## src/rtl/i2cm_pkg.sv

```systemverilog
`default_nettype none

package i2cm_pkg;

    localparam int BITS_PER_BYTE = 8;
    localparam int TICKS_PER_BIT = 3;
    localparam int BYTE_TICKS    = TICKS_PER_BIT * BITS_PER_BYTE + TICKS_PER_BIT;
    localparam int STEP_W        = $clog2(BYTE_TICKS);

    // Raw op codes on the input port
    localparam logic [2:0] OP_TICK   = 3'd0;
    localparam logic [2:0] OP_START  = 3'd1;
    localparam logic [2:0] OP_RSTART = 3'd2;
    localparam logic [2:0] OP_STOP   = 3'd3;
    localparam logic [2:0] OP_WRITE  = 3'd4;
    localparam logic [2:0] OP_READ   = 3'd5;

    typedef enum logic [2:0] {
        CMD_IDLE   = 3'd0,
        CMD_START  = 3'd1,
        CMD_RSTART = 3'd2,
        CMD_STOP   = 3'd3,
        CMD_WRITE  = 3'd4,
        CMD_READ   = 3'd5
    } cmd_t;

    // One classified tick travelling from front to back
    typedef struct packed {
        cmd_t       cmd;
        logic [7:0] tx_data;
        logic       master_ack;
        logic       sda_in;
    } tick_item_t;

    // Index of the final tick of a command sequence
    function automatic logic [STEP_W-1:0] seq_last(input cmd_t cmd);
        logic [STEP_W-1:0] last;
        unique case (cmd)
            CMD_START, CMD_STOP: last = STEP_W'(2);
            CMD_RSTART:          last = STEP_W'(3);
            default:             last = STEP_W'(BYTE_TICKS - 1);
        endcase
        return last;
    endfunction

endpackage

`default_nettype wire

```

## src/rtl/i2cm_front.sv

```systemverilog
`default_nettype none

module i2cm_front
    import i2cm_pkg::*;
(
    input  wire logic       clk,
    input  wire logic       rst_n,
    input  wire logic       in_valid,
    output logic            in_ready,
    input  wire logic [2:0] op,
    input  wire logic [7:0] tx_data,
    input  wire logic       master_ack,
    input  wire logic       sda_in,
    output tick_item_t      item,
    output logic            push_valid,
    input  wire logic       push_ready
);

    logic       valid_reg;
    tick_item_t item_reg;
    cmd_t       cmd_dec;

    // Undefined codes fall through to a plain tick
    always_comb
    begin
        unique case (op)
            OP_START:  cmd_dec = CMD_START;
            OP_RSTART: cmd_dec = CMD_RSTART;
            OP_STOP:   cmd_dec = CMD_STOP;
            OP_WRITE:  cmd_dec = CMD_WRITE;
            OP_READ:   cmd_dec = CMD_READ;
            default:   cmd_dec = CMD_IDLE;
        endcase
    end

    assign in_ready = !valid_reg || push_ready;

    always_ff @(posedge clk or negedge rst_n)
    begin
        if (!rst_n)
        begin
            valid_reg <= 1'b0;
        end
        else if (in_ready)
        begin
            valid_reg <= in_valid;
        end
    end

    always_ff @(posedge clk)
    begin
        if (in_valid && in_ready)
        begin
            item_reg.cmd        <= cmd_dec;
            item_reg.tx_data    <= tx_data;
            item_reg.master_ack <= master_ack;
            item_reg.sda_in     <= sda_in;
        end
    end

    assign item       = item_reg;
    assign push_valid = valid_reg;

endmodule

`default_nettype wire

```

## src/rtl/i2cm_queue.sv

```systemverilog
`default_nettype none

module i2cm_queue
    import i2cm_pkg::*;
(
    input  wire logic       clk,
    input  wire logic       rst_n,
    input  wire logic       push_valid,
    output logic            push_ready,
    input  wire tick_item_t wr_item,
    output logic            pop_valid,
    input  wire logic       pop_ready,
    output tick_item_t      rd_item
);

    localparam int DEPTH = 2;

    tick_item_t       mem_reg [DEPTH];
    logic             wr_ptr_reg;
    logic             rd_ptr_reg;
    logic [1:0]       count_reg;
    logic [1:0]       count_next;
    logic             do_push;
    logic             do_pop;

    assign push_ready = (count_reg != 2'(DEPTH));
    assign do_push    = push_valid && push_ready;
    assign do_pop     = (count_reg != 2'd0) && pop_ready;
    assign pop_valid  = (count_reg != 2'd0);
    assign rd_item    = mem_reg[rd_ptr_reg];

    always_comb
    begin
        count_next = count_reg;
        case ({do_push, do_pop})
            2'b10:   count_next = count_reg + 2'd1;
            2'b01:   count_next = count_reg - 2'd1;
            default: count_next = count_reg;
        endcase
    end

    always_ff @(posedge clk or negedge rst_n)
    begin
        if (!rst_n)
        begin
            wr_ptr_reg <= 1'b0;
            rd_ptr_reg <= 1'b0;
            count_reg  <= 2'd0;
        end
        else
        begin
            if (do_push)
            begin
                wr_ptr_reg <= ~wr_ptr_reg;
            end
            if (do_pop)
            begin
                rd_ptr_reg <= ~rd_ptr_reg;
            end
            count_reg <= count_next;
        end
    end

    always_ff @(posedge clk)
    begin
        if (do_push)
        begin
            mem_reg[wr_ptr_reg] <= wr_item;
        end
    end

`ifndef NO_ASSERTIONS
    a_count_bound: assert property (@(posedge clk) disable iff (!rst_n)
        count_reg <= 2'(DEPTH))
        else $error("queue count out of range");
    a_ptr_gap: assert property (@(posedge clk) disable iff (!rst_n)
        (count_reg == 2'd1) |-> (wr_ptr_reg != rd_ptr_reg))
        else $error("queue pointers disagree with count");
    a_push_pop: assert property (@(posedge clk) disable iff (!rst_n)
        (do_push && !do_pop) |=> (count_reg == $past(count_reg) + 2'd1))
        else $error("queue count did not advance on push");
`endif

endmodule

`default_nettype wire

```

## src/rtl/i2cm_back.sv

```systemverilog
`default_nettype none

module i2cm_back
    import i2cm_pkg::*;
(
    input  wire logic       clk,
    input  wire logic       rst_n,
    input  wire logic       q_valid,
    output logic            pop_ready,
    input  wire tick_item_t item,
    output logic            out_valid,
    input  wire logic       out_ready,
    output logic            scl_low,
    output logic            sda_low,
    output logic            busy_res,
    output logic            done_res,
    output logic [7:0]      rx_data,
    output logic            slave_acked
);

    localparam logic [STEP_W-1:0] DATA_TICKS = STEP_W'(TICKS_PER_BIT * BITS_PER_BYTE);

    cmd_t              cmd_reg, cmd_next, cur_cmd;
    logic [STEP_W-1:0] step_reg, step_next, s;
    logic [1:0]        phase_reg, phase_next, r;
    logic [7:0]        shift_reg, shift_next;
    logic              ack_choice_reg, ack_choice_next;
    logic              slave_ack_reg, slave_ack_next;
    logic              scl_reg, scl_next;
    logic              sda_reg, sda_next;
    logic [7:0]        rx_reg, rx_next;
    logic              busy_reg, busy_next;
    logic              done_reg, done_next;
    logic              valid_reg;
    logic              load;
    logic              is_read;
    logic              pop;

    // State only moves when the output slot can take the new result
    assign pop_ready = !valid_reg || out_ready;
    assign pop       = q_valid && pop_ready;

    always_comb
    begin
        load            = (cmd_reg == CMD_IDLE) && (item.cmd != CMD_IDLE);
        cur_cmd         = load ? item.cmd : cmd_reg;
        s               = load ? '0 : step_reg;
        r               = load ? 2'd0 : phase_reg;
        is_read         = (cur_cmd == CMD_READ);
        shift_next      = shift_reg;
        ack_choice_next = ack_choice_reg;
        if (load && item.cmd == CMD_WRITE)
        begin
            shift_next = item.tx_data;
        end
        if (load && item.cmd == CMD_READ)
        begin
            shift_next      = 8'h00;
            ack_choice_next = item.master_ack;
        end

        cmd_next       = cur_cmd;
        step_next      = step_reg;
        phase_next     = phase_reg;
        slave_ack_next = slave_ack_reg;
        scl_next       = scl_reg;
        sda_next       = sda_reg;
        rx_next        = rx_reg;
        busy_next      = 1'b0;
        done_next      = 1'b0;

        if (cur_cmd != CMD_IDLE)
        begin
            busy_next = 1'b1;
            unique case (cur_cmd)
                CMD_START:
                begin
                    if (s == STEP_W'(0))
                    begin
                        sda_next = 1'b0;
                        scl_next = 1'b0;
                    end
                    else if (s == STEP_W'(1))
                    begin
                        sda_next = 1'b1;
                    end
                    else
                    begin
                        scl_next = 1'b1;
                    end
                end
                CMD_RSTART:
                begin
                    if (s == STEP_W'(0))
                    begin
                        sda_next = 1'b0;
                    end
                    else if (s == STEP_W'(1))
                    begin
                        scl_next = 1'b0;
                    end
                    else if (s == STEP_W'(2))
                    begin
                        sda_next = 1'b1;
                    end
                    else
                    begin
                        scl_next = 1'b1;
                    end
                end
                CMD_STOP:
                begin
                    if (s == STEP_W'(0))
                    begin
                        sda_next = 1'b1;
                    end
                    else if (s == STEP_W'(1))
                    begin
                        scl_next = 1'b0;
                    end
                    else
                    begin
                        sda_next = 1'b0;
                    end
                end
                default:
                begin
                    // Byte transfer: three ticks a bit, then the acknowledge bit
                    if (s < DATA_TICKS)
                    begin
                        if (r == 2'd0)
                        begin
                            sda_next = is_read ? 1'b0 : ~shift_next[7];
                        end
                        else if (r == 2'd1)
                        begin
                            scl_next = 1'b0;
                        end
                        else
                        begin
                            shift_next = {shift_next[6:0], is_read & item.sda_in};
                            scl_next   = 1'b1;
                        end
                    end
                    else
                    begin
                        if (r == 2'd0)
                        begin
                            sda_next = is_read ? ack_choice_next : 1'b0;
                        end
                        else if (r == 2'd1)
                        begin
                            scl_next = 1'b0;
                        end
                        else
                        begin
                            if (is_read)
                            begin
                                rx_next = shift_next;
                            end
                            else
                            begin
                                slave_ack_next = ~item.sda_in;
                            end
                            scl_next = 1'b1;
                        end
                    end
                end
            endcase

            if (s == seq_last(cur_cmd))
            begin
                done_next  = 1'b1;
                cmd_next   = CMD_IDLE;
                step_next  = '0;
                phase_next = 2'd0;
            end
            else
            begin
                step_next  = s + STEP_W'(1);
                phase_next = (r == 2'd2) ? 2'd0 : r + 2'd1;
            end
        end
    end

    always_ff @(posedge clk or negedge rst_n)
    begin
        if (!rst_n)
        begin
            cmd_reg        <= CMD_IDLE;
            step_reg       <= '0;
            phase_reg      <= 2'd0;
            shift_reg      <= 8'h00;
            ack_choice_reg <= 1'b0;
            slave_ack_reg  <= 1'b0;
            scl_reg        <= 1'b0;
            sda_reg        <= 1'b0;
            rx_reg         <= 8'h00;
            busy_reg       <= 1'b0;
            done_reg       <= 1'b0;
            valid_reg      <= 1'b0;
        end
        else
        begin
            if (pop)
            begin
                cmd_reg        <= cmd_next;
                step_reg       <= step_next;
                phase_reg      <= phase_next;
                shift_reg      <= shift_next;
                ack_choice_reg <= ack_choice_next;
                slave_ack_reg  <= slave_ack_next;
                scl_reg        <= scl_next;
                sda_reg        <= sda_next;
                rx_reg         <= rx_next;
                busy_reg       <= busy_next;
                done_reg       <= done_next;
            end
            if (pop_ready)
            begin
                valid_reg <= q_valid;
            end
        end
    end

    assign out_valid   = valid_reg;
    assign scl_low     = scl_reg;
    assign sda_low     = sda_reg;
    assign busy_res    = busy_reg;
    assign done_res    = done_reg;
    assign rx_data     = rx_reg;
    assign slave_acked = slave_ack_reg;

`ifndef NO_ASSERTIONS
    a_done_busy: assert property (@(posedge clk) disable iff (!rst_n)
        done_reg |-> busy_reg)
        else $error("done without busy");
    a_done_idle: assert property (@(posedge clk) disable iff (!rst_n)
        done_reg |-> (cmd_reg == CMD_IDLE && step_reg == '0))
        else $error("sequence finished but command still held");
    a_step_bound: assert property (@(posedge clk) disable iff (!rst_n)
        (step_reg < STEP_W'(BYTE_TICKS)) && (phase_reg != 2'd3))
        else $error("step or phase out of range");
    a_busy_follows: assert property (@(posedge clk) disable iff (!rst_n)
        (valid_reg && cmd_reg != CMD_IDLE) |-> (busy_reg && !done_reg))
        else $error("running command reported as idle or done");
`endif

endmodule

`default_nettype wire

```

## src/rtl/i2c_master_bit_sequencer_unit.sv

```systemverilog
// A tick item passes the front register, the queue and the sequencer output register.
// Throughput: one tick item per cycle when not stalled; the sequencer advances one
// bus phase per item. A full output register stalls the sequencer; the 2-entry queue
// absorbs front traffic.
// Reset (rst_n low, asynchronous): idle, SCL and SDA released, rx_data and slave_acked 0.
`default_nettype none

module i2c_master_bit_sequencer_unit
    import i2cm_pkg::*;
(
    input  wire logic       clk,
    input  wire logic       rst_n,
    input  wire logic       in_valid,
    output logic            in_ready,
    input  wire logic [2:0] op,
    input  wire logic [7:0] tx_data,
    input  wire logic       master_ack,
    input  wire logic       sda_in,
    output logic            out_valid,
    input  wire logic       out_ready,
    output logic            scl_low,
    output logic            sda_low,
    output logic            busy_res,
    output logic            done_res,
    output logic [7:0]      rx_data,
    output logic            slave_acked
);

    tick_item_t front_item;
    tick_item_t queue_item;
    logic       front_push_valid;
    logic       q_push_ready;
    logic       queue_pop_valid;
    logic       back_pop_ready;

    i2cm_front u_front (
        .clk        (clk),
        .rst_n      (rst_n),
        .in_valid   (in_valid),
        .in_ready   (in_ready),
        .op         (op),
        .tx_data    (tx_data),
        .master_ack (master_ack),
        .sda_in     (sda_in),
        .item       (front_item),
        .push_valid (front_push_valid),
        .push_ready (q_push_ready)
    );

    i2cm_queue u_queue (
        .clk        (clk),
        .rst_n      (rst_n),
        .push_valid (front_push_valid),
        .push_ready (q_push_ready),
        .wr_item    (front_item),
        .pop_valid  (queue_pop_valid),
        .pop_ready  (back_pop_ready),
        .rd_item    (queue_item)
    );

    i2cm_back u_back (
        .clk         (clk),
        .rst_n       (rst_n),
        .q_valid     (queue_pop_valid),
        .pop_ready   (back_pop_ready),
        .item        (queue_item),
        .out_valid   (out_valid),
        .out_ready   (out_ready),
        .scl_low     (scl_low),
        .sda_low     (sda_low),
        .busy_res    (busy_res),
        .done_res    (done_res),
        .rx_data     (rx_data),
        .slave_acked (slave_acked)
    );

endmodule

`default_nettype wire

```

## config.mk

```make
export PLATFORM = sky130hd
export DESIGN_NAME = i2c_master_bit_sequencer_unit
export DESIGN_NICKNAME = d
export VERILOG_FILES = /design/src/rtl/i2cm_pkg.sv /design/src/rtl/i2cm_front.sv /design/src/rtl/i2cm_queue.sv /design/src/rtl/i2cm_back.sv /design/src/rtl/i2c_master_bit_sequencer_unit.sv
export SDC_FILE = /design/constraint.sdc
export NUM_CORES = 1
export LEC_CHECK = 0
export BUFFER_PORTS_ARGS = -buffer_cell sky130_fd_sc_hd__buf_4
export CORE_UTILIZATION = 35
export CTS_BUF_LIST = sky130_fd_sc_hd__clkbuf_4 sky130_fd_sc_hd__clkbuf_8 sky130_fd_sc_hd__clkbuf_16
export CTS_CLUSTER_SIZE = 25
export DETAILED_ROUTE_END_ITERATION = 8
export GPL_TIMING_DRIVEN = 1
export HOLD_SLACK_MARGIN = 0.03
export SLEW_MARGIN = 30
export SYNTH_ARGS = -nofsm -noshare
export SYNTH_HDL_FRONTEND = slang
export SYNTH_HIERARCHICAL = 1
export SYNTH_SLANG_ARGS = --single-unit
```

## constraint.sdc

```tcl
create_clock -name clk -period 6.3 [get_ports clk]
set_clock_uncertainty 0.05 [all_clocks]
set_input_delay 0.63 -clock clk [delete_from_list [all_inputs] [get_ports clk]]
set_output_delay 0.63 -clock clk [all_outputs]
set_load 0.01 [all_outputs]
```

==> metrics.csv <==
metric,value,unit
worst-path-buf-inv,1,
p_seq_frac,0.428,
fin_nets,363,
path_clk_slew,90,ps
die_width,105,um
hold_buffers,0,
clkPwrFrac,0.188,
crit_path_start_kind,register,
fin_area,4220,um2
largest_reg_flops,26,
drive_above_1_share,0.256,
cp.depth,10,
ant_nets,0,
r2r_start,u_queue/rd_ptr_reg,
dr.pass1.iters,4,
io_pins,32,
finalSetupTns,0,ps
power,1.96,mW
antenna_found_initial,0,
slew_violations,0,
antennaDiodeCount,0,
path_common_cell,nand2_1,
synth_fp_nets,334,
power_frac_comb,0.383,
outcome,finished clean,
synth_seq_area_share,0.577,
cp.arrival,3480,ps
place_ws,3050,ps
clk_root_buffer_cell,clkbuf_8,
die_h,105,um
async_reset_ff_frac,0.494,
p_sw,0.760,mW
first_iter_violations,86,
clk_latency,360,ps
grt_usage,0.134,
h-tree-depth,3,
syn2layout_area_growth,14.6,%
p_sw_frac,0.388,
finalCriticalPeriod,3240,ps
grt.overflow.total,0,
tightest_slew,709,ps
synth_area,3680,um2
hold_ws,194,ps
vias_per_cell,4.88,
synthTopCellsByArea,"edfxtp_1, dfrtp_1, mux2_2, nand2_1, a21oi_1",
fin_util,0.410,
hp-class,primary input to asynchronous set/reset pin,
rows,37,
layout_setup_ws,3060,ps
leakage,1.75,nW
critPathSlowestCell,dfrtp_1,
intPower,1.20,mW
synth_edf_count,39,
cts_tree,built,
cts.repair.resized,0,
synth_top_area_cell,edfxtp_1,
grt_pass1_vias,2318,
crit_fanout,14,
finalCritPeriodShare,0.515,
vias,2343,
rsz0062_at_grt,false,
relSlewSlack,0.524,
dp_hpwl,4680,um
synth_warnings,6,
crit_path_end_kind,register,
place_congestion,0.850,
synth_cells,310,
finalWirelength,6670,um
crit_path_start,u_queue/rd_ptr_reg,
io_buffers,31,
grt_pass1_wl,11300,um
fmax,308,MHz
worstSetupPathType,register to register,
coreArea,10300,um2
r2r_cells,10,
finalHoldViolations,0,
path_cells,mux2_2 > or3_4 > nand2_1 > nand2_1 > inv_1 > ha_1 > nor3b_1 > a211o_1 > a221oi_1 > mux2i_1,
netlist.area_leader.share,0.318,
numCtsBuffers,9,
critical-path-max-stage-delay,690,ps
grt_start_max_net_pins,39,
die_area,10900,um2
syn_area_per_cell,11.9,um2
final_cells,480,
required,6540,ps
cts.path.max_buffers,2,
ys.flop_type,edfxtp_1,
crit_family,simple AND/OR/NAND/NOR gates,
cts_sinks,77,
post-route-drc-count,0,
ys_seq_elements,77,
max-cap-violations,0,
synth.distinct_cells,55,
wl_per_cell,13.9,um
placed_cell_area,4020,um2
initial_core_util,0.358,
vdd.ir_drop.worst,135,uV
cts_setup_buffers,0,
place.detailed.instances,464,
powerDensity,465,nW/um2
finalSetupViolCount,0,
final timing paths:
check / to / slack (ps)
min reg2reg: u_queue/mem_reg[1][9] / 400
min in group clk: u_front/item[5] / 390
max: u_back/scl_low / 3060
max in group asynchronous: u_back/shift_reg[6] / 5660
min: u_back/phase_reg[1] / 190
max reg2reg: u_back/scl_low / 3060
layout make-up:
| class | count | area (um2) |
|---|---|---|
| Timing Repair Buffer | 31 | 233 |
| Tap cell | 136 | 170 |
| Clock buffer | 9 | 124 |
| Clock inverter | 7 | 75.1 |
| Fill cell | 973 | 6060 |
| Multi-Input combinational cell | 211 | 1460 |
| Sequential cell | 77 | 2120 |
| Inverter | 9 | 33.8 |
per-layer routing:
metal | vias up | track usage | share of wire
li1 | 1179 | - | -
met1 | 1115 | 0.176 | 0.49
met2 | 44 | 0.211 | 0.47
met3 | 5 | 0.0337 | 0.036
met4 | 0 | 0.0551 | 0.0088
met5 | - | 0 | 0
cell usage after synthesis, types with 3 or more instances:
master,number
edfxtp_1,39
dfrtp_1,38
nand2_1,30
mux2_2,23
nor2_1,21
a21oi_1,20
o21ai_0,13
mux2i_1,10
inv_1,9
nor3_1,9
ha_1,7
a31oi_1,6
clkbuf_1,6
nand2b_1,6
nor3b_1,6
buf_2,5
nand3_1,5
xnor2_1,5
a22oi_1,3
nor2b_1,3
o21ai_1,3
logic make-up (layout without fill, tap and decap cells):
family | count (synthesis) | after routing | share of synthesized area
AOI/OAI and AO/OA | 62 | 62 | 0.106
and+or+nand+nor | 101 | 101 | 0.149
muxes | 34 | 34 | 0.101
DFF | 77 | 77 | 0.577
xor gates and xnor gates | 7 | 7 | 0.0167
buffers and inverters | 22 | 56 | 0.0272
adders and majority gates | 7 | 7 | 0.0238
power by group through the flow:
stage | registers, mW | logic [mW] | clock network (mW)
finish | 0.840 | 0.752 | 0.369
global route | 0.865 | 0.845 | 0.401
CTS | 0.843 | 0.758 | 0.384
detailed placement | 0.851 | 0.754 | 0
global placement | 0.847 | 0.745 | 0
floorplan | 0.803 | 0.601 | 0
cell usage in the layout (no fill, tap or decap), types with 3 or more instances in the layout:
cell      Yosys  layout
dfrtp_1      38      38
nor3b_1       6       6
a22oi_1       3       3
edfxtp_1     39      39
ha_1          7       7
buf_4         1      31
nor2b_1       3       3
nand3_1       5       5
a21oi_1      20      20
mux2i_1      10      10
inv_1         9       9
clkbuf_8      0       9
xnor2_1       5       5
inv_8         0       3
a31oi_1       6       6
o21ai_1       3       3
o21ai_0      13      13
nor3_1        9       9
nand2_1      30      30
nand2b_1      6       6
nor2_1       21      20
mux2_2       23      23
Power figures use the tool's default switching activity.
